==> src/rtl/tlvd_pkg.sv <==
// tlvd_pkg: shared types, codes and constants of the tlv message deframer
// no dependencies; imported by every module of the block
`default_nettype none

package tlvd_pkg;

    // datagram limits
    localparam int MAX_DATAGRAM_BYTES = 4096;
    localparam int HEADER_BYTES       = 4;
    localparam int LEN_W              = 16;
    localparam logic [LEN_W-1:0] BODY_BYTE_LIMIT = LEN_W'(MAX_DATAGRAM_BYTES - HEADER_BYTES);

    // stream widths
    localparam int S_TDATA_W = 8;

    // configuration registers
    localparam int CFG_INDEX_W = 1;
    localparam int CFG_DATA_W  = 8;
    localparam logic [CFG_INDEX_W-1:0] CFG_MAGIC   = 1'd0;
    localparam logic [CFG_INDEX_W-1:0] CFG_VERSION = 1'd1;
    localparam logic [CFG_DATA_W-1:0]  MAGIC_RESET   = 8'd93;
    localparam logic [CFG_DATA_W-1:0]  VERSION_RESET = 8'd2;

    // header byte positions
    localparam int HDR_IDX_W = 3;
    localparam logic [HDR_IDX_W-1:0] HDR_MAGIC   = 3'd0;
    localparam logic [HDR_IDX_W-1:0] HDR_VERSION = 3'd1;
    localparam logic [HDR_IDX_W-1:0] HDR_LEN_HI  = 3'd2;
    localparam logic [HDR_IDX_W-1:0] HDR_LEN_LO  = 3'd3;
    localparam logic [HDR_IDX_W-1:0] HDR_DONE    = 3'd4;

    // tlv types with fixed body sizes
    localparam logic [2:0] TLV_PAD       = 3'd0;
    localparam logic [2:0] TLV_HELLO     = 3'd2;
    localparam logic [2:0] TLV_NEIGHBOUR = 3'd3;
    localparam logic [2:0] TLV_ACK       = 3'd5;
    localparam logic [7:0] TLV_MAX_TYPE  = 8'd7;

    localparam logic [7:0] HELLO_SHORT_BYTES = 8'd8;
    localparam logic [7:0] HELLO_LONG_BYTES  = 8'd16;
    localparam logic [7:0] NEIGHBOUR_BYTES   = 8'd18;
    localparam logic [7:0] ACK_BYTES         = 8'd12;

    typedef enum logic [1:0] {
        ROLE_HEADER = 2'd0,
        ROLE_TYPE   = 2'd1,
        ROLE_LENGTH = 2'd2,
        ROLE_BODY   = 2'd3
    } byte_role_t;

    typedef enum logic [2:0] {
        ST_OK           = 3'd0,
        ST_SHORT        = 3'd1,
        ST_MAGIC        = 3'd2,
        ST_VERSION      = 3'd3,
        ST_LENGTH       = 3'd4,
        ST_UNKNOWN_TYPE = 3'd5,
        ST_TRUNCATED    = 3'd6
    } msg_status_t;

    // how the back end treats a queued byte
    typedef enum logic [1:0] {
        KIND_HEADER = 2'd0,
        KIND_WALK   = 2'd1,
        KIND_DROP   = 2'd2
    } item_kind_t;

    // queue entry from front to back
    typedef struct packed {
        logic [7:0]  data;
        logic        last;
        item_kind_t  kind;
        msg_status_t pre_status;
    } tlvd_item_t;

    // result beat, role in the lowest bits
    typedef struct packed {
        msg_status_t status;
        logic [7:0]  offset;
        logic [7:0]  length;
        logic [2:0]  tlv_type;
        byte_role_t  role;
    } tlvd_result_t;

    localparam int M_TDATA_W = $bits(tlvd_result_t);

    localparam int QUEUE_DEPTH = 4;
    localparam int QUEUE_PTR_W = $clog2(QUEUE_DEPTH);
    localparam int QUEUE_CNT_W = $clog2(QUEUE_DEPTH + 1);

    function automatic logic [7:0] body_size(input logic [2:0] tlv_type, input logic [7:0] len);
        logic [7:0] sz;
        case (tlv_type)
            TLV_HELLO:     sz = (len == HELLO_SHORT_BYTES) ? HELLO_SHORT_BYTES : HELLO_LONG_BYTES;
            TLV_NEIGHBOUR: sz = NEIGHBOUR_BYTES;
            TLV_ACK:       sz = ACK_BYTES;
            default:       sz = len;
        endcase
        return sz;
    endfunction

endpackage

`default_nettype wire

==> src/rtl/tlvd_front.sv <==
// tlvd_front: accepts datagram bytes, checks the header and counts body bytes
// depends on tlvd_pkg; feeds tlvd_fifo
`default_nettype none

module tlvd_front (
    input  logic                                aclk,
    input  logic                                aresetn,
    input  logic                                cfg_wr_en,
    input  logic [tlvd_pkg::CFG_INDEX_W-1:0]    cfg_wr_index,
    input  logic [tlvd_pkg::CFG_DATA_W-1:0]     cfg_wr_data,
    input  logic                                s_tvalid,
    output logic                                s_tready,
    input  logic [tlvd_pkg::S_TDATA_W-1:0]      s_tdata,
    input  logic                                s_tlast,
    input  logic                                q_full,
    output logic                                q_push,
    output tlvd_pkg::tlvd_item_t                q_item
);
    import tlvd_pkg::*;

    logic [CFG_DATA_W-1:0] magic_reg, version_reg;
    logic [HDR_IDX_W-1:0]  hdr_idx_reg, hdr_idx_next;
    logic [LEN_W-1:0]      decl_len_reg, decl_len_next;
    logic [LEN_W-1:0]      count_reg, count_next;
    msg_status_t           herr_reg, herr_next;
    item_kind_t            kind;
    msg_status_t           pre_status;
    logic                  accept;

    assign s_tready = !q_full;
    assign accept   = s_tvalid && !q_full;
    assign q_push   = accept;

    always_comb begin
        hdr_idx_next  = hdr_idx_reg;
        decl_len_next = decl_len_reg;
        count_next    = count_reg;
        herr_next     = herr_reg;
        kind          = KIND_HEADER;
        if (hdr_idx_reg != HDR_DONE) begin
            case (hdr_idx_reg)
                HDR_MAGIC: begin
                    if (s_tdata != magic_reg && herr_reg == ST_OK) herr_next = ST_MAGIC;
                end
                HDR_VERSION: begin
                    if (s_tdata != version_reg && herr_reg == ST_OK) herr_next = ST_VERSION;
                end
                HDR_LEN_HI: decl_len_next = {s_tdata, 8'd0};
                HDR_LEN_LO: decl_len_next = {decl_len_reg[15:8], s_tdata};
                default: ;
            endcase
            hdr_idx_next = hdr_idx_reg + HDR_IDX_W'(1);
        end else if (count_reg >= BODY_BYTE_LIMIT) begin
            // oversize tail is passed on but not walked
            kind = KIND_DROP;
        end else begin
            kind       = KIND_WALK;
            count_next = count_reg + LEN_W'(1);
        end

        // header side of the final status, back end adds tlv errors
        pre_status = ST_OK;
        if (s_tlast) begin
            if (hdr_idx_next != HDR_DONE)       pre_status = ST_SHORT;
            else if (herr_next != ST_OK)        pre_status = herr_next;
            else if (count_next != decl_len_next) pre_status = ST_LENGTH;
        end
    end

    always_comb begin
        q_item.data       = s_tdata;
        q_item.last       = s_tlast;
        q_item.kind       = kind;
        q_item.pre_status = pre_status;
    end

    always_ff @(posedge aclk) begin
        if (!aresetn) begin
            magic_reg    <= MAGIC_RESET;
            version_reg  <= VERSION_RESET;
        end else if (cfg_wr_en) begin
            case (cfg_wr_index)
                CFG_MAGIC:   magic_reg   <= cfg_wr_data;
                CFG_VERSION: version_reg <= cfg_wr_data;
                default: ;
            endcase
        end
    end

    always_ff @(posedge aclk) begin
        if (!aresetn) begin
            hdr_idx_reg  <= HDR_MAGIC;
            decl_len_reg <= '0;
            count_reg    <= '0;
            herr_reg     <= ST_OK;
        end else if (accept) begin
            if (s_tlast) begin
                hdr_idx_reg  <= HDR_MAGIC;
                decl_len_reg <= '0;
                count_reg    <= '0;
                herr_reg     <= ST_OK;
            end else begin
                hdr_idx_reg  <= hdr_idx_next;
                decl_len_reg <= decl_len_next;
                count_reg    <= count_next;
                herr_reg     <= herr_next;
            end
        end
    end

endmodule

`default_nettype wire

==> src/rtl/tlvd_fifo.sv <==
// tlvd_fifo: short queue of classified bytes between front and back end
// depends on tlvd_pkg
`default_nettype none

module tlvd_fifo (
    input  logic                 aclk,
    input  logic                 aresetn,
    input  logic                 push,
    input  tlvd_pkg::tlvd_item_t push_item,
    output logic                 full,
    input  logic                 pop,
    output tlvd_pkg::tlvd_item_t head_item,
    output logic                 empty
);
    import tlvd_pkg::*;

    tlvd_item_t             entry_reg [QUEUE_DEPTH];
    logic [QUEUE_PTR_W-1:0] wr_ptr_reg, rd_ptr_reg;
    logic [QUEUE_CNT_W-1:0] count_reg;

    assign full      = (count_reg == QUEUE_CNT_W'(QUEUE_DEPTH));
    assign empty     = (count_reg == '0);
    assign head_item = entry_reg[rd_ptr_reg];

    always_ff @(posedge aclk) begin
        if (push) begin
            entry_reg[wr_ptr_reg] <= push_item;
        end
    end

    always_ff @(posedge aclk) begin
        if (!aresetn) begin
            wr_ptr_reg <= '0;
            rd_ptr_reg <= '0;
            count_reg  <= '0;
        end else begin
            if (push) begin
                wr_ptr_reg <= (wr_ptr_reg == QUEUE_PTR_W'(QUEUE_DEPTH - 1)) ? '0
                            : wr_ptr_reg + QUEUE_PTR_W'(1);
            end
            if (pop) begin
                rd_ptr_reg <= (rd_ptr_reg == QUEUE_PTR_W'(QUEUE_DEPTH - 1)) ? '0
                            : rd_ptr_reg + QUEUE_PTR_W'(1);
            end
            case ({push, pop})
                2'b10:   count_reg <= count_reg + QUEUE_CNT_W'(1);
                2'b01:   count_reg <= count_reg - QUEUE_CNT_W'(1);
                default: count_reg <= count_reg;
            endcase
        end
    end

endmodule

`default_nettype wire

==> src/rtl/tlvd_back.sv <==
// tlvd_back: walks the tlvs of queued body bytes and drives the result beat
// depends on tlvd_pkg; takes entries from tlvd_fifo
`default_nettype none

module tlvd_back (
    input  logic                            aclk,
    input  logic                            aresetn,
    input  logic                            q_empty,
    input  tlvd_pkg::tlvd_item_t            q_head,
    output logic                            q_pop,
    output logic                            m_tvalid,
    input  logic                            m_tready,
    output logic [tlvd_pkg::M_TDATA_W-1:0]  m_tdata,
    output logic                            m_tlast
);
    import tlvd_pkg::*;

    typedef enum logic [3:0] {
        PH_TYPE = 4'b0001,
        PH_LEN  = 4'b0010,
        PH_BODY = 4'b0100,
        PH_STOP = 4'b1000
    } walk_phase_t;

    walk_phase_t  phase_reg, phase_next;
    logic [2:0]   cur_type_reg, cur_type_next;
    logic [7:0]   cur_len_reg, cur_len_next;
    logic [7:0]   remaining_reg, remaining_next;
    logic [7:0]   offset_reg, offset_next;
    logic         type_err_reg, type_err_next;
    logic [7:0]   sz;
    tlvd_result_t res, res_reg;
    logic         m_tvalid_reg;
    logic         m_tlast_reg;

    assign q_pop    = !q_empty && (!m_tvalid_reg || m_tready);
    assign m_tvalid = m_tvalid_reg;
    assign m_tdata  = res_reg;
    assign m_tlast  = m_tlast_reg;
    assign sz       = body_size(cur_type_reg, q_head.data);

    always_comb begin
        phase_next     = phase_reg;
        cur_type_next  = cur_type_reg;
        cur_len_next   = cur_len_reg;
        remaining_next = remaining_reg;
        offset_next    = offset_reg;
        type_err_next  = type_err_reg;
        res.role       = ROLE_HEADER;
        res.tlv_type   = '0;
        res.length     = '0;
        res.offset     = '0;
        res.status     = ST_OK;

        case (q_head.kind)
            KIND_HEADER: ;
            KIND_DROP:   res.role = ROLE_BODY;
            KIND_WALK: begin
                case (phase_reg)
                    PH_TYPE: begin
                        res.role = ROLE_TYPE;
                        if (q_head.data > TLV_MAX_TYPE) begin
                            type_err_next = 1'b1;
                            phase_next    = PH_STOP;
                            cur_type_next = TLV_PAD;
                            cur_len_next  = '0;
                        end else if (q_head.data[2:0] == TLV_PAD) begin
                            // pad is a single byte, no length follows
                            cur_type_next = TLV_PAD;
                            cur_len_next  = '0;
                        end else begin
                            res.tlv_type  = q_head.data[2:0];
                            cur_type_next = q_head.data[2:0];
                            cur_len_next  = '0;
                            phase_next    = PH_LEN;
                        end
                    end
                    PH_LEN: begin
                        res.role     = ROLE_LENGTH;
                        res.tlv_type = cur_type_reg;
                        res.length   = q_head.data;
                        cur_len_next = q_head.data;
                        offset_next  = '0;
                        if (sz == '0) begin
                            phase_next = PH_TYPE;
                        end else begin
                            remaining_next = sz;
                            phase_next     = PH_BODY;
                        end
                    end
                    PH_BODY: begin
                        res.role       = ROLE_BODY;
                        res.tlv_type   = cur_type_reg;
                        res.length     = cur_len_reg;
                        res.offset     = offset_reg;
                        offset_next    = offset_reg + 8'd1;
                        remaining_next = remaining_reg - 8'd1;
                        if (remaining_reg == 8'd1) phase_next = PH_TYPE;
                    end
                    PH_STOP: res.role = ROLE_BODY;
                    default: ;
                endcase
            end
            default: ;
        endcase

        if (q_head.last) begin
            if (q_head.pre_status != ST_OK)                  res.status = q_head.pre_status;
            else if (type_err_next)                          res.status = ST_UNKNOWN_TYPE;
            else if (phase_next == PH_LEN || phase_next == PH_BODY) res.status = ST_TRUNCATED;
        end
    end

    always_ff @(posedge aclk) begin
        if (!aresetn) begin
            phase_reg     <= PH_TYPE;
            cur_type_reg  <= '0;
            cur_len_reg   <= '0;
            remaining_reg <= '0;
            offset_reg    <= '0;
            type_err_reg  <= 1'b0;
        end else if (q_pop) begin
            if (q_head.last) begin
                phase_reg     <= PH_TYPE;
                cur_type_reg  <= '0;
                cur_len_reg   <= '0;
                remaining_reg <= '0;
                offset_reg    <= '0;
                type_err_reg  <= 1'b0;
            end else begin
                phase_reg     <= phase_next;
                cur_type_reg  <= cur_type_next;
                cur_len_reg   <= cur_len_next;
                remaining_reg <= remaining_next;
                offset_reg    <= offset_next;
                type_err_reg  <= type_err_next;
            end
        end
    end

    always_ff @(posedge aclk) begin
        if (!aresetn) begin
            m_tvalid_reg <= 1'b0;
        end else if (q_pop) begin
            m_tvalid_reg <= 1'b1;
        end else if (m_tready) begin
            m_tvalid_reg <= 1'b0;
        end
    end

    always_ff @(posedge aclk) begin
        if (q_pop) begin
            res_reg     <= res;
            m_tlast_reg <= q_head.last;
        end
    end

`ifndef ASSERT_OFF
    a_status_only_on_last: assert property (@(posedge aclk) disable iff (!aresetn)
        m_tvalid_reg && !m_tlast_reg |-> res_reg.status == ST_OK)
        else $error("status reported on a beat that does not end the datagram");

    a_header_fields_zero: assert property (@(posedge aclk) disable iff (!aresetn)
        m_tvalid_reg && res_reg.role == ROLE_HEADER
            |-> res_reg.tlv_type == '0 && res_reg.length == '0 && res_reg.offset == '0)
        else $error("header beat carries tlv fields");

    a_rearm_after_last: assert property (@(posedge aclk) disable iff (!aresetn)
        q_pop && q_head.last |=> phase_reg == PH_TYPE && !type_err_reg)
        else $error("walk state not cleared after end of datagram");

    a_body_has_bytes_left: assert property (@(posedge aclk) disable iff (!aresetn)
        phase_reg == PH_BODY |-> remaining_reg != '0)
        else $error("in tlv body with no bytes remaining");
`endif

endmodule

`default_nettype wire

==> src/rtl/tlv_message_deframer.sv <==
// tlv_message_deframer: top level, header check and tlv walk of datagram bytes
// depends on tlvd_pkg, tlvd_front, tlvd_fifo, tlvd_back
//
//   channel   dir  width  contents
//   s_axis    in   8+1    tdata = data_byte, tlast = last_byte
//   m_axis    out  24+1   tdata = role, type, length, offset, status; tlast = msg_done
//   cfg       in   1+8    register 0 magic, register 1 version
//
// with m_tready high: one byte per clock sustained, the tlv walk one byte a cycle
// an accepted byte goes into the queue and is registered onto m_axis when the output is free
// a four-entry queue lets the input keep flowing while the output stalls, until full
// synchronous active-low reset clears all message state, magic and version reload
`default_nettype none

module tlv_message_deframer (
    input  logic                                aclk,
    input  logic                                aresetn,
    input  logic                                cfg_wr_en,
    input  logic [tlvd_pkg::CFG_INDEX_W-1:0]    cfg_wr_index,
    input  logic [tlvd_pkg::CFG_DATA_W-1:0]     cfg_wr_data,
    input  logic                                s_tvalid,
    output logic                                s_tready,
    input  logic [tlvd_pkg::S_TDATA_W-1:0]      s_tdata,   // [7:0] data_byte
    input  logic                                s_tlast,
    output logic                                m_tvalid,
    input  logic                                m_tready,
    // [1:0] byte_role, [4:2] tlv_type, [12:5] tlv_length, [20:13] body_offset,
    // [23:21] msg_status
    output logic [tlvd_pkg::M_TDATA_W-1:0]      m_tdata,
    output logic                                m_tlast
);
    import tlvd_pkg::*;

    tlvd_item_t push_item, head_item;
    logic       q_push, q_pop, q_full, q_empty;

    tlvd_front u_front (
        .aclk         (aclk),
        .aresetn      (aresetn),
        .cfg_wr_en    (cfg_wr_en),
        .cfg_wr_index (cfg_wr_index),
        .cfg_wr_data  (cfg_wr_data),
        .s_tvalid     (s_tvalid),
        .s_tready     (s_tready),
        .s_tdata      (s_tdata),
        .s_tlast      (s_tlast),
        .q_full       (q_full),
        .q_push       (q_push),
        .q_item       (push_item)
    );

    tlvd_fifo u_fifo (
        .aclk      (aclk),
        .aresetn   (aresetn),
        .push      (q_push),
        .push_item (push_item),
        .full      (q_full),
        .pop       (q_pop),
        .head_item (head_item),
        .empty     (q_empty)
    );

    tlvd_back u_back (
        .aclk     (aclk),
        .aresetn  (aresetn),
        .q_empty  (q_empty),
        .q_head   (head_item),
        .q_pop    (q_pop),
        .m_tvalid (m_tvalid),
        .m_tready (m_tready),
        .m_tdata  (m_tdata),
        .m_tlast  (m_tlast)
    );

endmodule

`default_nettype wire

==> config.mk <==
export PLATFORM = sky130hd
export DESIGN_NAME = tlv_message_deframer
export DESIGN_NICKNAME = d
export VERILOG_FILES = /design/src/rtl/tlvd_pkg.sv /design/src/rtl/tlvd_front.sv /design/src/rtl/tlvd_fifo.sv /design/src/rtl/tlvd_back.sv /design/src/rtl/tlv_message_deframer.sv
export SDC_FILE = /design/constraint.sdc
export NUM_CORES = 1
export LEC_CHECK = 0
export BUFFER_PORTS_ARGS = -buffer_cell sky130_fd_sc_hd__buf_2
export CORE_UTILIZATION = 45
export CTS_CLUSTER_DIAMETER = 30
export DETAILED_ROUTE_END_ITERATION = 16
export GPL_TIMING_DRIVEN = 0
export SLEW_MARGIN = 15
export SYNTH_ARGS = -nofsm -noshare
export SYNTH_HDL_FRONTEND = slang
export SYNTH_SLANG_ARGS = --single-unit
==> constraint.sdc <==
create_clock -name aclk -period 10.1 [get_ports aclk]
set_input_delay 1.01 -clock aclk [delete_from_list [all_inputs] [get_ports aclk]]
set_output_delay 1.01 -clock aclk [all_outputs]
set_load 0.02 [all_outputs]
==> Word level (Yosys, flattened, before mapping) <==
Memories as Yosys holds them, arrays and structs flattened. A register that Yosys moved wholly into a read port is not among the register bits.
Index checks and enable logic that the tools add are counted.
{ "totals": {"output_inout_bits": 27, "input_bits": 23, "mem_count": 1, "ramBits": 56, "word_cells": 155, "register_bits": 119} }
{ "mem_list": {"columns": ["memory", "depth", "word_bits", "rd", "rd_ports_with_merged_regs", "write_ports", "line", "source"], "rows": [
  ["u_fifo.entry_reg", 4, 14, 1, 1, 1, "tlvd_fifo.sv:17", "tlvd_item_t entry_reg [QUEUE_DEPTH];"]
]} }
{ "classes": {"n_eq_ne": 27, "n_lt_le_gt_ge": 2, "addsub": 8, "muxes": 63, "reduce_logical": 31, "n_bitwise": 1} }
{ "op_table": {"columns": ["cell", "n"], "rows": [
  ["2-to-1 mux 16 bit", 5],
  ["one-hot mux 8 bit (2 select lines)", 4],
  ["2-to-1 mux 3 bit", 19],
  ["2-to-1 mux 8 bit", 7],
  ["one-hot mux 16 bit (2 select lines)", 1],
  ["one-hot mux 8 bit (3 select lines)", 1],
  ["2-to-1 mux 4 bit", 5],
  ["one-hot mux 3 bit (2 select lines)", 3],
  ["adder 16 x 1 -> 16 bit, second input constant", 1],
  ["greater-or-equal comparator 16 x 12 -> 1 bit, second input constant", 1],
  ["inequality test 16 bit", 1],
  ["inequality test 8 bit", 2],
  ["== test 3 x 2 -> 1 bit, second input constant", 4],
  ["logical NOT 3 bit", 4],
  ["2-to-1 mux 2 bit", 6],
  ["one-hot mux 4 bit (3 select lines)", 1],
  ["nonzero test 3 bit", 4],
  ["AND reduction 3 bit", 3],
  ["adder 8 x 1 -> 8 bit, second input constant", 1],
  ["== test 2 bit, second input constant", 4],
  ["== test 4 x 2 -> 1 bit, second input constant", 2],
  ["== test 4 x 3 -> 1 bit, second input constant", 2],
  ["== test 8 x 1 -> 1 bit, second input constant", 1],
  ["== test 8 x 4 -> 1 bit, second input constant", 1],
  ["25 further kinds", 49]
]} }

==> Longest topological paths before layout <==
{ "logic_depth": {"depth_word": 12, "mapped_depth": 13, "depth_no_buf": 10} }

==> By module <==
A second synthesis with hierarchy kept.
{ "hier_totals": {"cells_unflattened": 835, "area_unflattened_um2": 8963.6} }
{ "modules_own_cells": {"columns": ["mod", "cells_each", "instances", "area_each_um2", "seq_area_each_um2"], "rows": [
  ["tlvd_front", 395, 1, 3290.7, 1081.0],
  ["tlvd_back", 320, 1, 3160.5, 1411.4],
  ["tlvd_fifo", 120, 1, 2512.4, 1861.8]
]} }

==> Worst setup path before layout <==
OpenSTA, ideal clock, no wires.
{ "synth_timing": {"kind": "reg-to-reg", "start": "register with a tool-made name", "end": "register u_back.res_reg (netlist bit u_back.m_tdata[22]) (data pin)", "synth_period_minus_slack_ns": 3.387, "required_time_ns": 9.958, "path_slack_ns": 6.713, "n_path_buf": 2, "setup_time_ns": 0.142, "arrival_time_ns": 3.245, "stages_incl_launch_ff": 13, "path_cell_list": "dfxtp_1 > buf_6 > buf_2 > mux4_2 > inv_1 > ha_1 > nand2b_1 > nor3_1 > inv_1 > a22o_4 > xnor2_1 > or4_4 > o21ai_2"} }
{ "synth_rtl": {"columns": ["element", "line", "source"], "rows": [
  ["end signal, assigned", "tlvd_back.sv:153", "res_reg <= res;"],
  ["end, declared", "tlvd_back.sv:32", "tlvd_result_t res, res_reg;"]
]} }

==> impl_metrics.env <==
export IMPL_dieArea_mm2=0.01972
export IMPL_synth_area_per_cell_um2=10.19
export IMPL_synthArstFlopShare_pct=0
export IMPL_fill_cells=1711
export IMPL_cp_common_cell="o21ai_0"
export IMPL_worst_path_dominant_cell_family="compound AO/OA/AOI/OAI gates"
export IMPL_synth_area_mm2=0.008623
export IMPL_postCtsSetupRepairBufs=0
export IMPL_std_cell_rows=50
export IMPL_fin_area_mm2=0.009772
export IMPL_critPathSlowestCell="nor3_1"
export IMPL_gp_congestion=0.8929
export IMPL_place_ws_ns=5.727
export IMPL_yosysMostFrequentCell="dfxtp_1"
export IMPL_antenna_found_initial=1
export IMPL_overflow=0
export IMPL_drc=0
export IMPL_cp_max_fo=10
export IMPL_r2r_slack_ns=5.77
export IMPL_fp_dieW_um=140.4
export IMPL_grt_max_degree=33
export IMPL_routedWlPerCell_um=18.48
export IMPL_utilization_pct=52.07
export IMPL_path_clk_slew_ns=0.07
export IMPL_vias=6606
export IMPL_p_leak_uw=0.003484
export IMPL_worst_slew_pin_slew_ns=0.9906
export IMPL_critical_path_arrival_ns=4.68
export IMPL_finClkSkew_ns=0.01373
export IMPL_hold_end="u_back.cur_len_reg[4]$_SDFFE_PN0P_"
export IMPL_htreeDepth=4
export IMPL_finalCritPeriodShare_pct=42.87
export IMPL_yosys_warnings=0
export IMPL_fmax_ghz=0.2310
export IMPL_ant_nets=0
export IMPL_setup_viol=0
export IMPL_grt_pass1_wl_um=34180
export IMPL_ir_drop_mv=0.1036
export IMPL_portBuffers=49
export IMPL_vias_per_cell=5.690
export IMPL_post_cts_hold_buffer_count=0
export IMPL_totalWireLength_um=21460
export IMPL_ys_flop_type="dfxtp_1"
export IMPL_num_io_pins=50
export IMPL_synthDistinctLibCells=68
export IMPL_track_usage_pct=22.75
export IMPL_clk_path_buf_depth=2
export IMPL_finalCriticalPeriod_ns=4.330
export IMPL_synth_top_area_cell="edfxtp_1"
export IMPL_critPathBufInv=3
export IMPL_hold_path_class="register to register"
export IMPL_synth_top_area_share_pct=28.21
export IMPL_yosys_register_bits=177
export IMPL_finalHoldViolations=0
export IMPL_die_height_um=140.4
export IMPL_place_hpwl_um=14850
export IMPL_maxCapViolations=0
export IMPL_status="finished clean"
export IMPL_cp_cell_sequence="buf_1, mux4_2, inv_1, ha_1, nand2b_1, nor3_1, o21ai_0, a31oi_1, buf_2, nand2_1, o21ai_0"
export IMPL_synth_common_cells="dfxtp_1, edfxtp_1, nand2_1, nor2_1, nand3_1"
export IMPL_cts_buffers=17
export IMPL_power_density_mw_per_mm2=234.8
export IMPL_clock_root_buffer="clkbuf_16"
export IMPL_drt_first_pass_iters=6
export IMPL_maxSlewViolCount=0
export IMPL_relSlewSlack_pct=33.45
export IMPL_areaGrowthSynthToFinish_pct=13.32
export IMPL_place_area_mm2=0.009161
export IMPL_cp_start_kind="register"
export IMPL_end_kind="register"
export IMPL_final_setup_tns_ns=0
export IMPL_drt_iter0_drc=406
export IMPL_core_area_mm2=0.01877
export IMPL_crit_required_ns=10.45
export IMPL_fin_ws_ns=5.770
export IMPL_cp_slowest_stage_delay_ns=0.81
export IMPL_cts_sinks=177
export IMPL_seq_area_frac_synth_pct=50.49
export IMPL_yosys_top_cells_area="edfxtp_1, dfxtp_1, mux4_2, xnor2_1, nand2_1"
export IMPL_worstSkewPairLatency_ns=0.43
export IMPL_r2r_end="u_back.remaining_reg[3]$_SDFFE_PN0P_"
export IMPL_nets=956
export IMPL_diodes=0
export IMPL_synth_edff_count=81
export IMPL_cts_tree="yes"
export IMPL_min_path_cells=2
export IMPL_start_util_pct=45.95
export IMPL_rsz0062_at_grt="no"
export IMPL_synth_fp_nets=888
export IMPL_largest_reg_flops=56
export IMPL_r2r_cells=11
export IMPL_hold_start="u_back.cur_len_reg[4]$_SDFFE_PN0P_"
export IMPL_layout_drive_gt1_share_pct=11.97
export IMPL_critPathKind="register to register"
export IMPL_grt_pass1_vias=6238
export IMPL_cts_resized=0
export IMPL_synth_cells=846
per-stage QoR:
stage	hold slack (ns)	total power (uW)	instances
after global placement	0.4506	1623	1129
after CTS	0.4632	2308	1161
after detailed placement	0.4538	1624	1129
final	0.4653	2295	1161
after floorplan	0.4337	1414	846
after global routing	0.4884	2415	1161
cell type report:
| type | count | area, um^2 | share of cell area [%] |
|---|---|---|---|
| multi-input cells | 589 | 3961 | 40.54 |
| well taps | 234 | 292.8 | 2.996 |
| plain buffers | 52 | 209.0 | 2.138 |
| repair buffers | 49 | 245.2 | 2.510 |
| clock buffers | 18 | 439.2 | 4.494 |
| flip-flops and latches | 177 | 4354 | 44.56 |
| clock inverters | 14 | 165.2 | 1.690 |
| inverters | 28 | 105.1 | 1.076 |
worst min-delay path, cell delays in order, from the launching register on:
cell      delay [ns]
dfxtp_1         0.31
nand2_1         0.05
a21boi_0        0.06
power by group:
part	total (uW)	switching (uW)	internal [uW]	leakage [uW]
Clock	682	302	380	0.000297
Combinational	688	461	226	0.00164
Sequential	925	46.8	878	0.00155
per-layer routing:
metal,global-route usage (%),part of all wire (%),up-vias
met5,0,0,-
met2,37.39,47,189
met1,30.16,46,3157
met4,6.767,2.1,0
met3,4.786,5.2,27
li1,-,-,3233
cells in the final DEF (no fill, tap or decap), types with 4 or more instances in the layout:
cell,Yosys,layout
dfxtp_1,96,96
edfxtp_1,81,81
nand2_1,79,79
buf_2,4,53
nor2_1,47,47
nand3_1,46,46
clkbuf_1,43,43
xnor2_1,36,36
nor2b_1,32,32
a21boi_0,31,31
o21ai_0,30,30
a21oi_1,29,29
a22oi_1,28,28
inv_1,27,26
nor3_1,25,25
and2_1,21,21
and3_1,20,20
ha_1,18,18
clkbuf_16,0,17
mux4_2,14,14
a22o_1,11,11
nor4_1,10,10
nand4_1,10,10
xor2_1,10,10
nand2b_1,8,8
inv_6,0,7
a31oi_1,6,6
o211a_1,5,5
or3_1,5,5
and4_1,4,4
o21a_1,4,4
nand3b_1,4,4
worst max path at each step:
stage / start / endpoint / depth (start not counted)
detailed placement: register / u_back.remaining_reg[3]$_SDFFE_PN0P_ / 11
global placement: register / u_back.remaining_reg[2]$_SDFFE_PN0P_ / 12
CTS: register / u_back.remaining_reg[3]$_SDFFE_PN0P_ / 11
finish: register / u_back.remaining_reg[3]$_SDFFE_PN0P_ / 11
global route: register / u_back.remaining_reg[3]$_SDFFE_PN0P_ / 11
floorplan: register / u_back.m_tdata[22]$_SDFFCE_PN0P_ / 12
cells by family (layout without fill, tap and decap cells):
kind of cell	Yosys count	after routing	share of synthesized area [%]
buffers and inverters	80	161	3.642
AND/OR/NAND/NOR	324	324	19.44
flip-flops	177	177	50.49
adder cells (fa/ha/maj)	19	19	2.844
XOR/XNOR	46	46	4.672
multiplexers	16	16	3.889
AO/OA/AOI/OAI	184	184	15.02
(Power assumes the default switching activity.)
